<file path="config.mk">
export PLATFORM = sky130hd
export DESIGN_NAME = energy_vad_endpoint_detector_core
export DESIGN_NICKNAME = d
export VERILOG_FILES = /design/src/hdl/evad_pkg.sv /design/src/hdl/evad_level.sv /design/src/hdl/energy_vad_endpoint_detector_core.sv
export SDC_FILE = /design/constraint.sdc
export NUM_CORES = 2
export LEC_CHECK = 0
export BUFFER_PORTS_ARGS = -buffer_cell sky130_fd_sc_hd__buf_2
export CORE_UTILIZATION = 38
export DETAILED_ROUTE_END_ITERATION = 6
export SETUP_SLACK_MARGIN = 0.3
export SYNTH_ARGS = -nofsm -noshare
export SYNTH_HDL_FRONTEND = slang
export SYNTH_SLANG_ARGS = --single-unit
export TNS_END_PERCENT = 30
</file>
<file path="constraint.sdc">
create_clock -name clk -period 11.9 [get_ports clk]
set_clock_uncertainty 0.2 [all_clocks]
set_input_delay 1.19 -clock clk [delete_from_list [all_inputs] [get_ports clk]]
set_output_delay 1.19 -clock clk [all_outputs]
set_load 0.1 [all_outputs]
</file>
<file path="src/hdl/evad_pkg.sv">
// Shared types and constants for the energy VAD endpoint detector.
`timescale 1ns / 1ps

package evad_pkg;

  // Operation codes carried on s_tuser
  typedef enum logic [1:0] {
    OP_SAMPLE = 2'd0,
    OP_TICK   = 2'd1,
    OP_OPEN   = 2'd2,
    OP_STOP   = 2'd3
  } op_t;

  // Configuration register indexes
  localparam logic [2:0] CFG_LOUD_MEAN_SQUARE = 3'd0;
  localparam logic [2:0] CFG_SPEECH_MIN_TIME  = 3'd1;
  localparam logic [2:0] CFG_SILENCE_END_TIME = 3'd2;
  localparam logic [2:0] CFG_MAX_UTTER_TIME   = 3'd3;
  localparam logic [2:0] CFG_TICK_TIME        = 3'd4;

  localparam int CFG_IDX_W  = 3;
  localparam int CFG_DATA_W = 31;
  localparam int LMS_W      = 31;
  localparam int TMS_W      = 16;
  localparam int TICK_W     = 10;
  localparam int SAMPLE_W   = 16;
  localparam int SQ_W       = 31;

  // Reset values of the registers
  localparam logic [LMS_W-1:0]  LMS_RESET     = 31'd68719;
  localparam logic [TMS_W-1:0]  SPEECH_RESET  = 16'd400;
  localparam logic [TMS_W-1:0]  SILENCE_RESET = 16'd900;
  localparam logic [TMS_W-1:0]  MAX_RESET     = 16'd20000;
  localparam logic [TICK_W-1:0] TICK_RESET    = 10'd50;

  // Saturating time counters
  localparam int              TIME_W   = 17;
  localparam logic [TIME_W-1:0] TIME_MAX = 17'h1FFFF;

  // Level-measure step from the pipeline
  typedef struct packed {
    logic valid;
    logic last;
  } level_step_t;

endpackage

</file>
<file path="src/hdl/evad_level.sv">
// Block level measure: sum of squares, sample count and loud decision.
`timescale 1ns / 1ps

module evad_level import evad_pkg::*; #(
  parameter int MAX_BLOCK = 4096
) (
  input  logic             clk,
  input  logic             rst,
  input  logic             lms_we,
  input  logic [LMS_W-1:0] lms_wdata,
  input  level_step_t      step,
  input  logic [SQ_W-1:0]  sq,
  output logic             loud_next
);

  localparam int CNT_W = $clog2(MAX_BLOCK + 1);
  localparam int ACC_W = SQ_W + CNT_W;
  localparam logic [CNT_W-1:0] CNT_LIMIT = CNT_W'(MAX_BLOCK);

  logic [LMS_W-1:0] lms;
  logic [ACC_W-1:0] square_sum;
  logic [ACC_W-1:0] thr;         // lms * block_count, kept incrementally
  logic [CNT_W-1:0] block_count;
  logic             loud_level;

  logic             cnt_ok;
  logic [ACC_W-1:0] sum_add;
  logic [ACC_W-1:0] thr_add;
  logic [CNT_W-1:0] cnt_add;
  logic [ACC_W-1:0] thr_load;

  // Accumulate unless the block is already full
  assign cnt_ok  = block_count < CNT_LIMIT;
  assign sum_add = cnt_ok ? square_sum + ACC_W'(sq) : square_sum;
  assign thr_add = cnt_ok ? thr + ACC_W'(lms) : thr;
  assign cnt_add = cnt_ok ? block_count + CNT_W'(1) : block_count;

  // New threshold product after a write to the mean-square register
  assign thr_load = ACC_W'(lms_wdata) * ACC_W'(block_count);

  // Loud decision at the closing sample; empty block is quiet
  always_comb begin
    loud_next = loud_level;
    if (step.valid && step.last) begin
      loud_next = (cnt_add == '0) ? 1'b0 : (sum_add > thr_add);
    end
  end

  always_ff @(posedge clk) begin
    if (rst) begin
      lms         <= LMS_RESET;
      square_sum  <= '0;
      thr         <= '0;
      block_count <= '0;
      loud_level  <= 1'b0;
    end else begin
      if (lms_we) begin
        lms <= lms_wdata;
        thr <= thr_load;
      end
      if (step.valid) begin
        loud_level <= loud_next;
        if (step.last) begin
          square_sum  <= '0;
          thr         <= '0;
          block_count <= '0;
        end else begin
          square_sum  <= sum_add;
          thr         <= thr_add;
          block_count <= cnt_add;
        end
      end
    end
  end

endmodule

</file>
<file path="src/hdl/energy_vad_endpoint_detector_core.sv">
// Top level of the energy VAD endpoint detector.
//
//  channel  dir  handshake         payload
//  s_*      in   tvalid/tready     tdata: sample; tuser: op; tlast: block_last
//  m_*      out  tvalid/tready     tdata: endpoint..speech_heard
//  cfg_*    in   cfg_we            cfg_index, cfg_wdata
//
// One beat per cycle sustained while the output is taken; each beat passes the
// square stage, then the state update into the output register. The 16x16
// square is the only multiplier on the beat path; the threshold product is kept
// by addition. rst is synchronous; it restores register defaults and clears
// the valid flags and the level and turn state. A stalled output holds its
// beat; one more beat may be taken into the square stage while the output waits.
`timescale 1ns / 1ps

module energy_vad_endpoint_detector_core import evad_pkg::*; #(
  parameter int MAX_BLOCK = 4096
) (
  input  logic                  clk,
  input  logic                  rst,
  // input stream
  input  logic                  s_tvalid,
  output logic                  s_tready,
  input  logic [15:0]           s_tdata,   // [15:0] sample
  input  logic [1:0]            s_tuser,   // [1:0] op
  input  logic                  s_tlast,
  // output stream
  output logic                  m_tvalid,
  input  logic                  m_tready,
  output logic [7:0]            m_tdata,   // [0] endpoint, [1] endpoint_cause,
                                           // [2] loud, [3] capturing,
                                           // [4] forward, [5] speech_heard
  // configuration
  input  logic                  cfg_we,
  input  logic [CFG_IDX_W-1:0]  cfg_index,
  input  logic [CFG_DATA_W-1:0] cfg_wdata
);

  // Configuration registers
  logic [TMS_W-1:0]  speech_min_time;
  logic [TMS_W-1:0]  silence_end_time;
  logic [TMS_W-1:0]  max_utter_time;
  logic [TICK_W-1:0] tick_time;

  always_ff @(posedge clk) begin
    if (rst) begin
      speech_min_time  <= SPEECH_RESET;
      silence_end_time <= SILENCE_RESET;
      max_utter_time   <= MAX_RESET;
      tick_time        <= TICK_RESET;
    end else if (cfg_we) begin
      case (cfg_index)
        CFG_SPEECH_MIN_TIME:  speech_min_time  <= cfg_wdata[TMS_W-1:0];
        CFG_SILENCE_END_TIME: silence_end_time <= cfg_wdata[TMS_W-1:0];
        CFG_MAX_UTTER_TIME:   max_utter_time   <= cfg_wdata[TMS_W-1:0];
        CFG_TICK_TIME:        tick_time        <= cfg_wdata[TICK_W-1:0];
        default: ;
      endcase
    end
  end

  // Handshake: output register advances when empty or taken
  logic valid1;
  logic out_adv;
  logic work;

  assign out_adv  = !m_tvalid || m_tready;
  assign s_tready = !valid1 || out_adv;
  assign work     = valid1 && out_adv;

  // Stage 1: magnitude squared
  logic [SAMPLE_W-1:0] mag;
  logic [SQ_W-1:0]     sq_in;
  op_t                 op1;
  logic                last1;
  logic [SQ_W-1:0]     sq1;

  assign mag   = s_tdata[SAMPLE_W-1] ? (~s_tdata + SAMPLE_W'(1)) : s_tdata;
  assign sq_in = SQ_W'(mag) * SQ_W'(mag);

  always_ff @(posedge clk) begin
    if (rst) begin
      valid1 <= 1'b0;
    end else if (s_tready) begin
      valid1 <= s_tvalid;
    end
  end

  always_ff @(posedge clk) begin
    if (s_tready) begin
      op1   <= op_t'(s_tuser);
      last1 <= s_tlast;
      sq1   <= sq_in;
    end
  end

  // Level measure
  level_step_t step;
  logic        loud_next;

  assign step.valid = work && (op1 == OP_SAMPLE);
  assign step.last  = last1;

  evad_level #(
    .MAX_BLOCK (MAX_BLOCK)
  ) u_level (
    .clk       (clk),
    .rst       (rst),
    .lms_we    (cfg_we && (cfg_index == CFG_LOUD_MEAN_SQUARE)),
    .lms_wdata (cfg_wdata[LMS_W-1:0]),
    .step      (step),
    .sq        (sq1),
    .loud_next (loud_next)
  );

  // Turn and timing state
  logic              turn_open, turn_open_next;
  logic [TIME_W-1:0] speech_time, speech_time_next;
  logic [TIME_W-1:0] quiet_time, quiet_time_next;
  logic              had_speech, had_speech_next;
  logic              end_done, end_done_next;
  logic              endpoint_next, cause_next, forward_next;

  logic [TIME_W:0]   speech_sum, quiet_sum;
  logic [TIME_W-1:0] speech_sat, quiet_sat;
  logic [TIME_W:0]   total;

  assign speech_sum = (TIME_W+1)'(speech_time) + (TIME_W+1)'(tick_time);
  assign quiet_sum  = (TIME_W+1)'(quiet_time) + (TIME_W+1)'(tick_time);
  assign speech_sat = (speech_sum > (TIME_W+1)'(TIME_MAX)) ? TIME_MAX
                                                           : speech_sum[TIME_W-1:0];
  assign quiet_sat  = (quiet_sum > (TIME_W+1)'(TIME_MAX)) ? TIME_MAX
                                                          : quiet_sum[TIME_W-1:0];

  always_comb begin
    turn_open_next   = turn_open;
    speech_time_next = speech_time;
    quiet_time_next  = quiet_time;
    had_speech_next  = had_speech;
    end_done_next    = end_done;
    endpoint_next    = 1'b0;
    cause_next       = 1'b0;
    forward_next     = 1'b0;
    total            = '0;
    case (op1)
      OP_SAMPLE: begin
        forward_next = turn_open;
      end
      OP_TICK: begin
        if (turn_open && !end_done) begin
          if (loud_next) begin
            speech_time_next = speech_sat;
            quiet_time_next  = '0;
            if (speech_sat >= TIME_W'(speech_min_time)) begin
              had_speech_next = 1'b1;
            end
          end else begin
            quiet_time_next = quiet_sat;
            if (had_speech && quiet_sat >= TIME_W'(silence_end_time)) begin
              end_done_next = 1'b1;
              endpoint_next = 1'b1;
            end
          end
          // length limit, only if silence did not already end the turn
          total = (TIME_W+1)'(speech_time_next) + (TIME_W+1)'(quiet_time_next);
          if (!end_done_next && total >= (TIME_W+1)'(max_utter_time)) begin
            end_done_next = 1'b1;
            endpoint_next = 1'b1;
            cause_next    = 1'b1;
          end
        end
      end
      OP_OPEN: begin
        speech_time_next = '0;
        quiet_time_next  = '0;
        had_speech_next  = 1'b0;
        end_done_next    = 1'b0;
        turn_open_next   = 1'b1;
      end
      OP_STOP: begin
        turn_open_next = 1'b0;
      end
      default: ;
    endcase
  end

  always_ff @(posedge clk) begin
    if (rst) begin
      turn_open   <= 1'b0;
      speech_time <= '0;
      quiet_time  <= '0;
      had_speech  <= 1'b0;
      end_done    <= 1'b0;
    end else if (work) begin
      turn_open   <= turn_open_next;
      speech_time <= speech_time_next;
      quiet_time  <= quiet_time_next;
      had_speech  <= had_speech_next;
      end_done    <= end_done_next;
    end
  end

  // Output register
  always_ff @(posedge clk) begin
    if (rst) begin
      m_tvalid <= 1'b0;
    end else if (out_adv) begin
      m_tvalid <= valid1;
    end
  end

  always_ff @(posedge clk) begin
    if (work) begin
      m_tdata <= {2'b00, had_speech_next, forward_next, turn_open_next,
                  loud_next, cause_next, endpoint_next};
    end
  end

endmodule

</file>
# Yosys cells after proc, flatten, opt, wreduce, memory -nomap -nowiden
# Cells that the tools add are included.
[op_classes]
bitwise_logic = 1
n_lt_le_gt_ge = 7
eq_ne = 8
multipliers = 2
addsub = 7
n_reduce_logical = 24
mux = 39
[ops]
columns = ["operator", "count"]
rows = [
  ["two-way mux 44 bit", 6],
  ["two-way mux 17 bit", 10],
  ["adder 44 x 31 -> 44 bit", 2],
  ["case mux 17 bit (2 select lines)", 2],
  ["> comparator 44 bit", 1],
  ["multiplier 31 x 13 -> 44 bit", 1],
  ["adder 17 x 10 -> 18 bit", 2],
  ["> comparator 18 x 17 -> 1 bit, second input constant", 2],
  ["greater-or-equal comparator 17 x 16 -> 1 bit", 2],
  ["multiplier 16 x 16 -> 31 bit", 1],
  ["two-way mux 13 bit", 2],
  ["adder 17 x 17 -> 18 bit", 1],
  ["greater-or-equal comparator 18 x 16 -> 1 bit", 1],
  ["adder 16 x 1 -> 16 bit, second input constant", 1],
  ["two-way mux 16 bit", 1],
  ["NOT 16 bit", 1],
  ["two-way mux 1 bit", 15],
  ["adder 13 x 1 -> 13 bit, second input constant", 1],
  ["logical NOT 13 bit", 1],
  ["less-than comparator 13 bit, second input constant", 1],
  ["AND reduction 2 bit", 5],
  ["logical AND 1 bit", 7],
  ["== test 3 x 2 -> 1 bit, second input constant", 2],
  ["case mux 1 bit (2 select lines)", 3],
  ["11 further kinds", 17],
]
[word_totals]
inputBits = 58
regBits = 270
word_cells = 110
out_inout_bits = 10

# Longest topological paths before layout
[logic_depth]
ltp_word = 15
depth_mapped = 41
ltp_nobuf = 39

# By module
# A second synthesis with hierarchy kept.
[hier_totals]
hier_cells = 4622
hier_area_um2 = 38615.8
[by_module_without_submodules]
columns = ["mod", "seq_area_each_um2", "cells_each", "area_each_um2", "n_inst"]
rows = [
  ["evad_level", 2662.6, 2882, 23476.3, 1],
  ["energy_vad_endpoint_detector_core", 3113.0, 1740, 15139.5, 1],
]

# Least setup slack after synthesis
# Ideal clock, no wire load.
[synth_path]
kind = "in2reg"
startpoint = "in s_tdata[0]"
endpoint = "reg sq1[30], data pin"
arrival_ns = 8.504
t_required_ns = 11.440
cell_stages = 29
setup_slack_ns = 2.936
setup_time_ns = 0.260
n_path_buf = 3
path_cell_list = "buf_2 > inv_1 > clkbuf_1 > ha_1 > nand2b_1 > or3_1 > or4_4 > o41ai_2 > xor2_1 > buf_4 > nor2_1 > fa_1 > fa_1 > fa_1 > inv_1 > fa_1 > fa_1 > inv_1 > fa_1 > ha_1 > a21oi_1 > o21bai_1 > a21o_1 > o21a_1 > a311o_1 > a221o_1 > a21o_1 > a31oi_1 > xnor2_1"
[synth_between]
elab_chain_cells = 4
[synth_rtl]
columns = ["item", "line", "source"]
rows = [
  ["start, declared", "energy_vad_endpoint_detector_core.sv:24", "input logic [15:0] s_tdata,"],
  ["NOT 16 bit", "energy_vad_endpoint_detector_core.sv:78", "assign mag = s_tdata[SAMPLE_W-1] ? (~s_tdata + SAMPLE_W'(1)) : s_tdata;"],
  ["adder 16 x 1 -> 16 bit", "energy_vad_endpoint_detector_core.sv:78", ""],
  ["two-way mux 16 bit *", "energy_vad_endpoint_detector_core.sv:78", ""],
  ["multiplier 16 x 16 -> 31 bit *", "energy_vad_endpoint_detector_core.sv:79", "assign sq_in = SQ_W'(mag) * SQ_W'(mag);"],
  ["named net sq_in[30]", "energy_vad_endpoint_detector_core.sv:73", "logic [SQ_W-1:0] sq_in;"],
  ["end signal, assigned", "energy_vad_endpoint_detector_core.sv:93", "sq1 <= sq_in;"],
  ["end, declared", "energy_vad_endpoint_detector_core.sv:76", "logic [SQ_W-1:0] sq1;"],
]
# Mark *: on every way through the listed nets, which the timed path passes. The rest lies on a longest branch.
# A chain may end at the register's enable or synchronous reset.

# Worst setup path in the final report
[layout_path]
startpoint = "reg sq1[0]"
endpoint = "reg m_tdata[0], data pin"
[layout_between]
elab_chain_cells = 12
elab_cells_between_ends = 20
cone_classes = "2 x add/sub; 2 x order compare; 14 x mux; 2 x reduce/logical"
[layout_rtl]
columns = ["item", "line", "source"]
rows = [
  ["adder 44 x 31 -> 44 bit *", "evad_level.sv:34", "assign sum_add = cnt_ok ? square_sum + ACC_W'(sq) : square_sum;"],
  ["two-way mux 44 bit *", "evad_level.sv:34", ""],
  ["> comparator 44 bit *", "evad_level.sv:45", "loud_next = (cnt_add == '0) ? 1'b0 : (sum_add > thr_add);"],
  ["two-way mux 1 bit *", "evad_level.sv:45", ""],
  ["two-way mux 1 bit *", "evad_level.sv:44", "if (step.valid && step.last) begin"],
  ["two-way mux 17 bit", "energy_vad_endpoint_detector_core.sv:151", "if (loud_next) begin"],
  ["two-way mux 17 bit", "energy_vad_endpoint_detector_core.sv:150", "if (turn_open && !end_done) begin"],
  ["two-way mux 17 bit", "energy_vad_endpoint_detector_core.sv:145", "case (op1)"],
  ["adder 17 x 17 -> 18 bit", "energy_vad_endpoint_detector_core.sv:165", "total = (TIME_W+1)'(speech_time_next) + (TIME_W+1)'(quiet_time_next);"],
  ["greater-or-equal comparator 18 x 16 -> 1 bit", "energy_vad_endpoint_detector_core.sv:166", "if (!end_done_next && total >= (TIME_W+1)'(max_utter_time)) begin"],
  ["logical AND 1 bit", "energy_vad_endpoint_detector_core.sv:166", ""],
  ["two-way mux 1 bit *", "energy_vad_endpoint_detector_core.sv:166", ""],
  ["end signal, assigned", "energy_vad_endpoint_detector_core.sv:214", "m_tdata <= {2'b00, had_speech_next, forward_next, turn_open_next,"],
  ["end, declared", "energy_vad_endpoint_detector_core.sv:30", "output logic [7:0] m_tdata,"],
]
# Mark *: on every way between the ends. The rest lies on a longest branch, timed or not. The select of a mux whose other input is x is not followed.

==> out/results.txt <==
Multi-input gate area -> 0.0293 mm²
DIE WIDTH -> 319 µm
sw power -> 3330 µW
worst rel slew slack -> 14.2%
Via-to-Cell Ratio -> 5.34
DIE AREA -> 0.102 mm²
Logic pwr share -> 68.0%
root buf cell -> clkbuf_16
Syn Area/Cell -> 8.35 µm²
CP Class -> flop to flop
Post-CTS Setup Bufs -> 0
Tmin final -> 9.98 ns
Core ar. -> 0.0990 mm²
TritonCTS clock tree -> done
dominant cell type by area after synthesis -> fa_1
Yosys warning total -> 0
nets@finish -> 5,428
Worst VDD drop -> 0.390 mV
R2R Setup Slk -> 1.92 ns
critical path data arrival time -> 10.07 ns
Post-Synthesis Cells -> 4,578
antenna violations before repair -> 0
Cell Int Power -> 4110 µW
highest clock rate -> 100 MHz
placed insts -> 5,757
worst skew pair latency -> 0.56 ns
worst min-delay path class -> flop to flop
Critical Path RT -> 11.99 ns
DRT antenna net count -> 0
Post-CTS Hold Buffers -> 0
Die Ht -> 319 µm
register area share after synthesis -> 15.1%
Cell Rows -> 115
post-CTS sizing -> 0
largest net degree at the start of global routing -> 84
WL per Instance -> 17.3 µm
post-synthesis async set-or-reset flop share -> 0%
via count of the routed design -> 31,100
Placer Congestion -> 0.880
Fillers -> 10,000
Max Cap Viol -> 0
io pins -> 68
share of layout cells above drive strength 1 -> 4.75%
drt drc -> 0
HPWL Detailed -> 77,300 µm
PwrDens -> 182 mW/mm²
clock share of power -> 14.7%
sequential share of power -> 17.3%
total grt overflow -> 0
Reg area -> 0.00578 mm²
#FFs+latches synth -> 269
CP endpoint kind -> flop
setup total negative slack -> 0 ns
RSZ-0062 raised after global routing -> no
Main synth FF type -> dfxtp_1
most used cell, CP -> a21oi_1
overall power -> 7430 µW
Critical Path Source Type -> flop
vias in the first global route -> 31,000
Inserted Clock Buffers -> 35
Post-Route WL -> 101,000 µm
maximum buffer depth of the clock tree -> 3
crit path max fanout -> 46
first-pass GRT wire length -> 165,000 µm
crit share post-route -> 83.9%
CTS Sinks -> 269
final design utilization -> 41.2%
GRT Util Overall -> 19.9%
final worst slack -> 1.92 ns
final hold vios -> 0
dpl ws -> 1.81 ns
post-synth top area share -> 25.5%
largest cells by area after synthesis -> fa_1 (26%), ha_1 (12%), dfxtp_1 (12%)
Initial Utilization -> 38.6%
Finished Layout Cells -> 5,818
setup violators final -> 0
clock transition at the registers of the reported paths -> 0.06 ns
Iter 0 DRT Violations -> 1,821
synth cell count leaders -> nand2_1 (695), inv_1 (607), fa_1 (487)
status -> finished clean
Post-synth EDFFs -> 39
Switching Fraction -> 44.8%
DRT Pass-1 Iters -> 5
Slew @ Worst Pin -> 1.28 ns
area added between synthesis and finish -> 6.70%
count of cell types in the netlist -> 101
count leader, synth -> nand2_1
Worst path max stage delay -> 0.84 ns
Leak -> 0.0188 µW
Mapped Area -> 0.0382 mm²
PortBufs -> 65
Max H-tree Level -> 2
Crit-path slowest cell -> a41oi_1
Max Slew Vio Count -> 0
-- per-stage QoR --
stage	hold WS (ns)	cell area, µm²
detailed placement	0.247	39600
floorplan	0.236	38300
finish	0.252	40800
CTS	0.255	40800
global route	0.267	40800
global placement	0.242	39600
-- critical path: cells and delay by family, from the launching register on --
kind	cells	cell delay [ns]
and+or+nand+nor	9	1.91
xor gates and xnor gates	1	0.18
AOI/OAI and AO/OA	21	5.47
DFF	1	0.37
buffers and inverters	1	0.30
adders and majority gates	5	1.27
-- layer usage --
layer | wire [µm] | up-vias | GRT usage [%]
li1 | - | 15000 | -
met1 | 47500 | 15300 | 28.0
met5 | 0 | - | 0
met4 | 1960 | 0 | 4.51
met3 | 4600 | 116 | 2.03
met2 | 46800 | 658 | 32.9
-- layout by cell type, fill, tap and decap left out, types with 29 or more instances in the layout --
cell | netlist | routed
nor2_1 | 248 | 247
ha_1 | 376 | 376
xnor2_1 | 103 | 103
a21oi_1 | 256 | 256
inv_1 | 607 | 606
edfxtp_1 | 39 | 39
nand2b_1 | 30 | 30
clkbuf_16 | 0 | 37
buf_2 | 10 | 64
a31oi_1 | 40 | 40
nand2_1 | 695 | 693
fa_1 | 487 | 487
dfxtp_1 | 230 | 228
o21a_1 | 29 | 29
nand4_1 | 37 | 37
a211oi_1 | 29 | 29
nor2b_1 | 29 | 29
nor3_1 | 49 | 49
o21ai_0 | 177 | 177
buf_4 | 5 | 35
a21o_1 | 107 | 107
xor2_1 | 84 | 84
and2_1 | 163 | 162
o211ai_1 | 42 | 42
nand3_1 | 84 | 84
and3_1 | 47 | 47
-- worst paths after layout --
path                                           from                  end  cells past startpoint
worst max-delay path                         sq1[0]           m_tdata[0]                     37
worst min-delay path            silence_end_time[6]  silence_end_time[6]                      2
worst max register to register               sq1[0]           m_tdata[0]                     37
worst min register to register  silence_end_time[6]  silence_end_time[6]                      2
-- power by group through the flow --
stage,Combinational (µW),Clock [µW],Sequential (µW)
after global routing,5790,1160,1290
after global placement,4960,0,1300
after floorplan,3940,0,1300
after detailed placement,5050,0,1300
after CTS,5100,1120,1290
final,5050,1090,1290
-- kinds of logic after synthesis --
logic type	after synthesis	synth area share [%]
other	2	0.0197
buffers and inverters	839	8.40
adders and majority gates	863	37.8
muxes	36	0.969
xor gates and xnor gates	189	4.37
and+or+nand+nor	1476	17.9
AOI/OAI and AO/OA	904	15.4
DFF	269	15.1
-- registers in the layout, summed over array words and instances, names as in the netlist --
signal,count
u_level.block_count,13
had_speech,1
tick_time,10
speech_time,17
op1,2
quiet_time,17
u_level.loud_level,1
end_done,1
max_utter_time,16
sq1,30
silence_end_time,16
u_level.lms,31
speech_min_time,16
last1,1
valid1,1
u_level.square_sum,44
m_tvalid,1
u_level.thr,44
turn_open,1
m_tdata,6
-- area by class of cell --
type                            instances  share of cell area, %
Sequential cell                       269                   14.2
Clock buffer                           55                   2.73
Tap cell                             1287                   3.95
Multi-Input combinational cell       3482                   71.8
Clock inverter                          5                  0.169
Antenna cell                            1                0.00614
Timing Repair Buffer                   99                   1.43
Inverter                              620                   5.72
(Power assumes the default switching activity.)
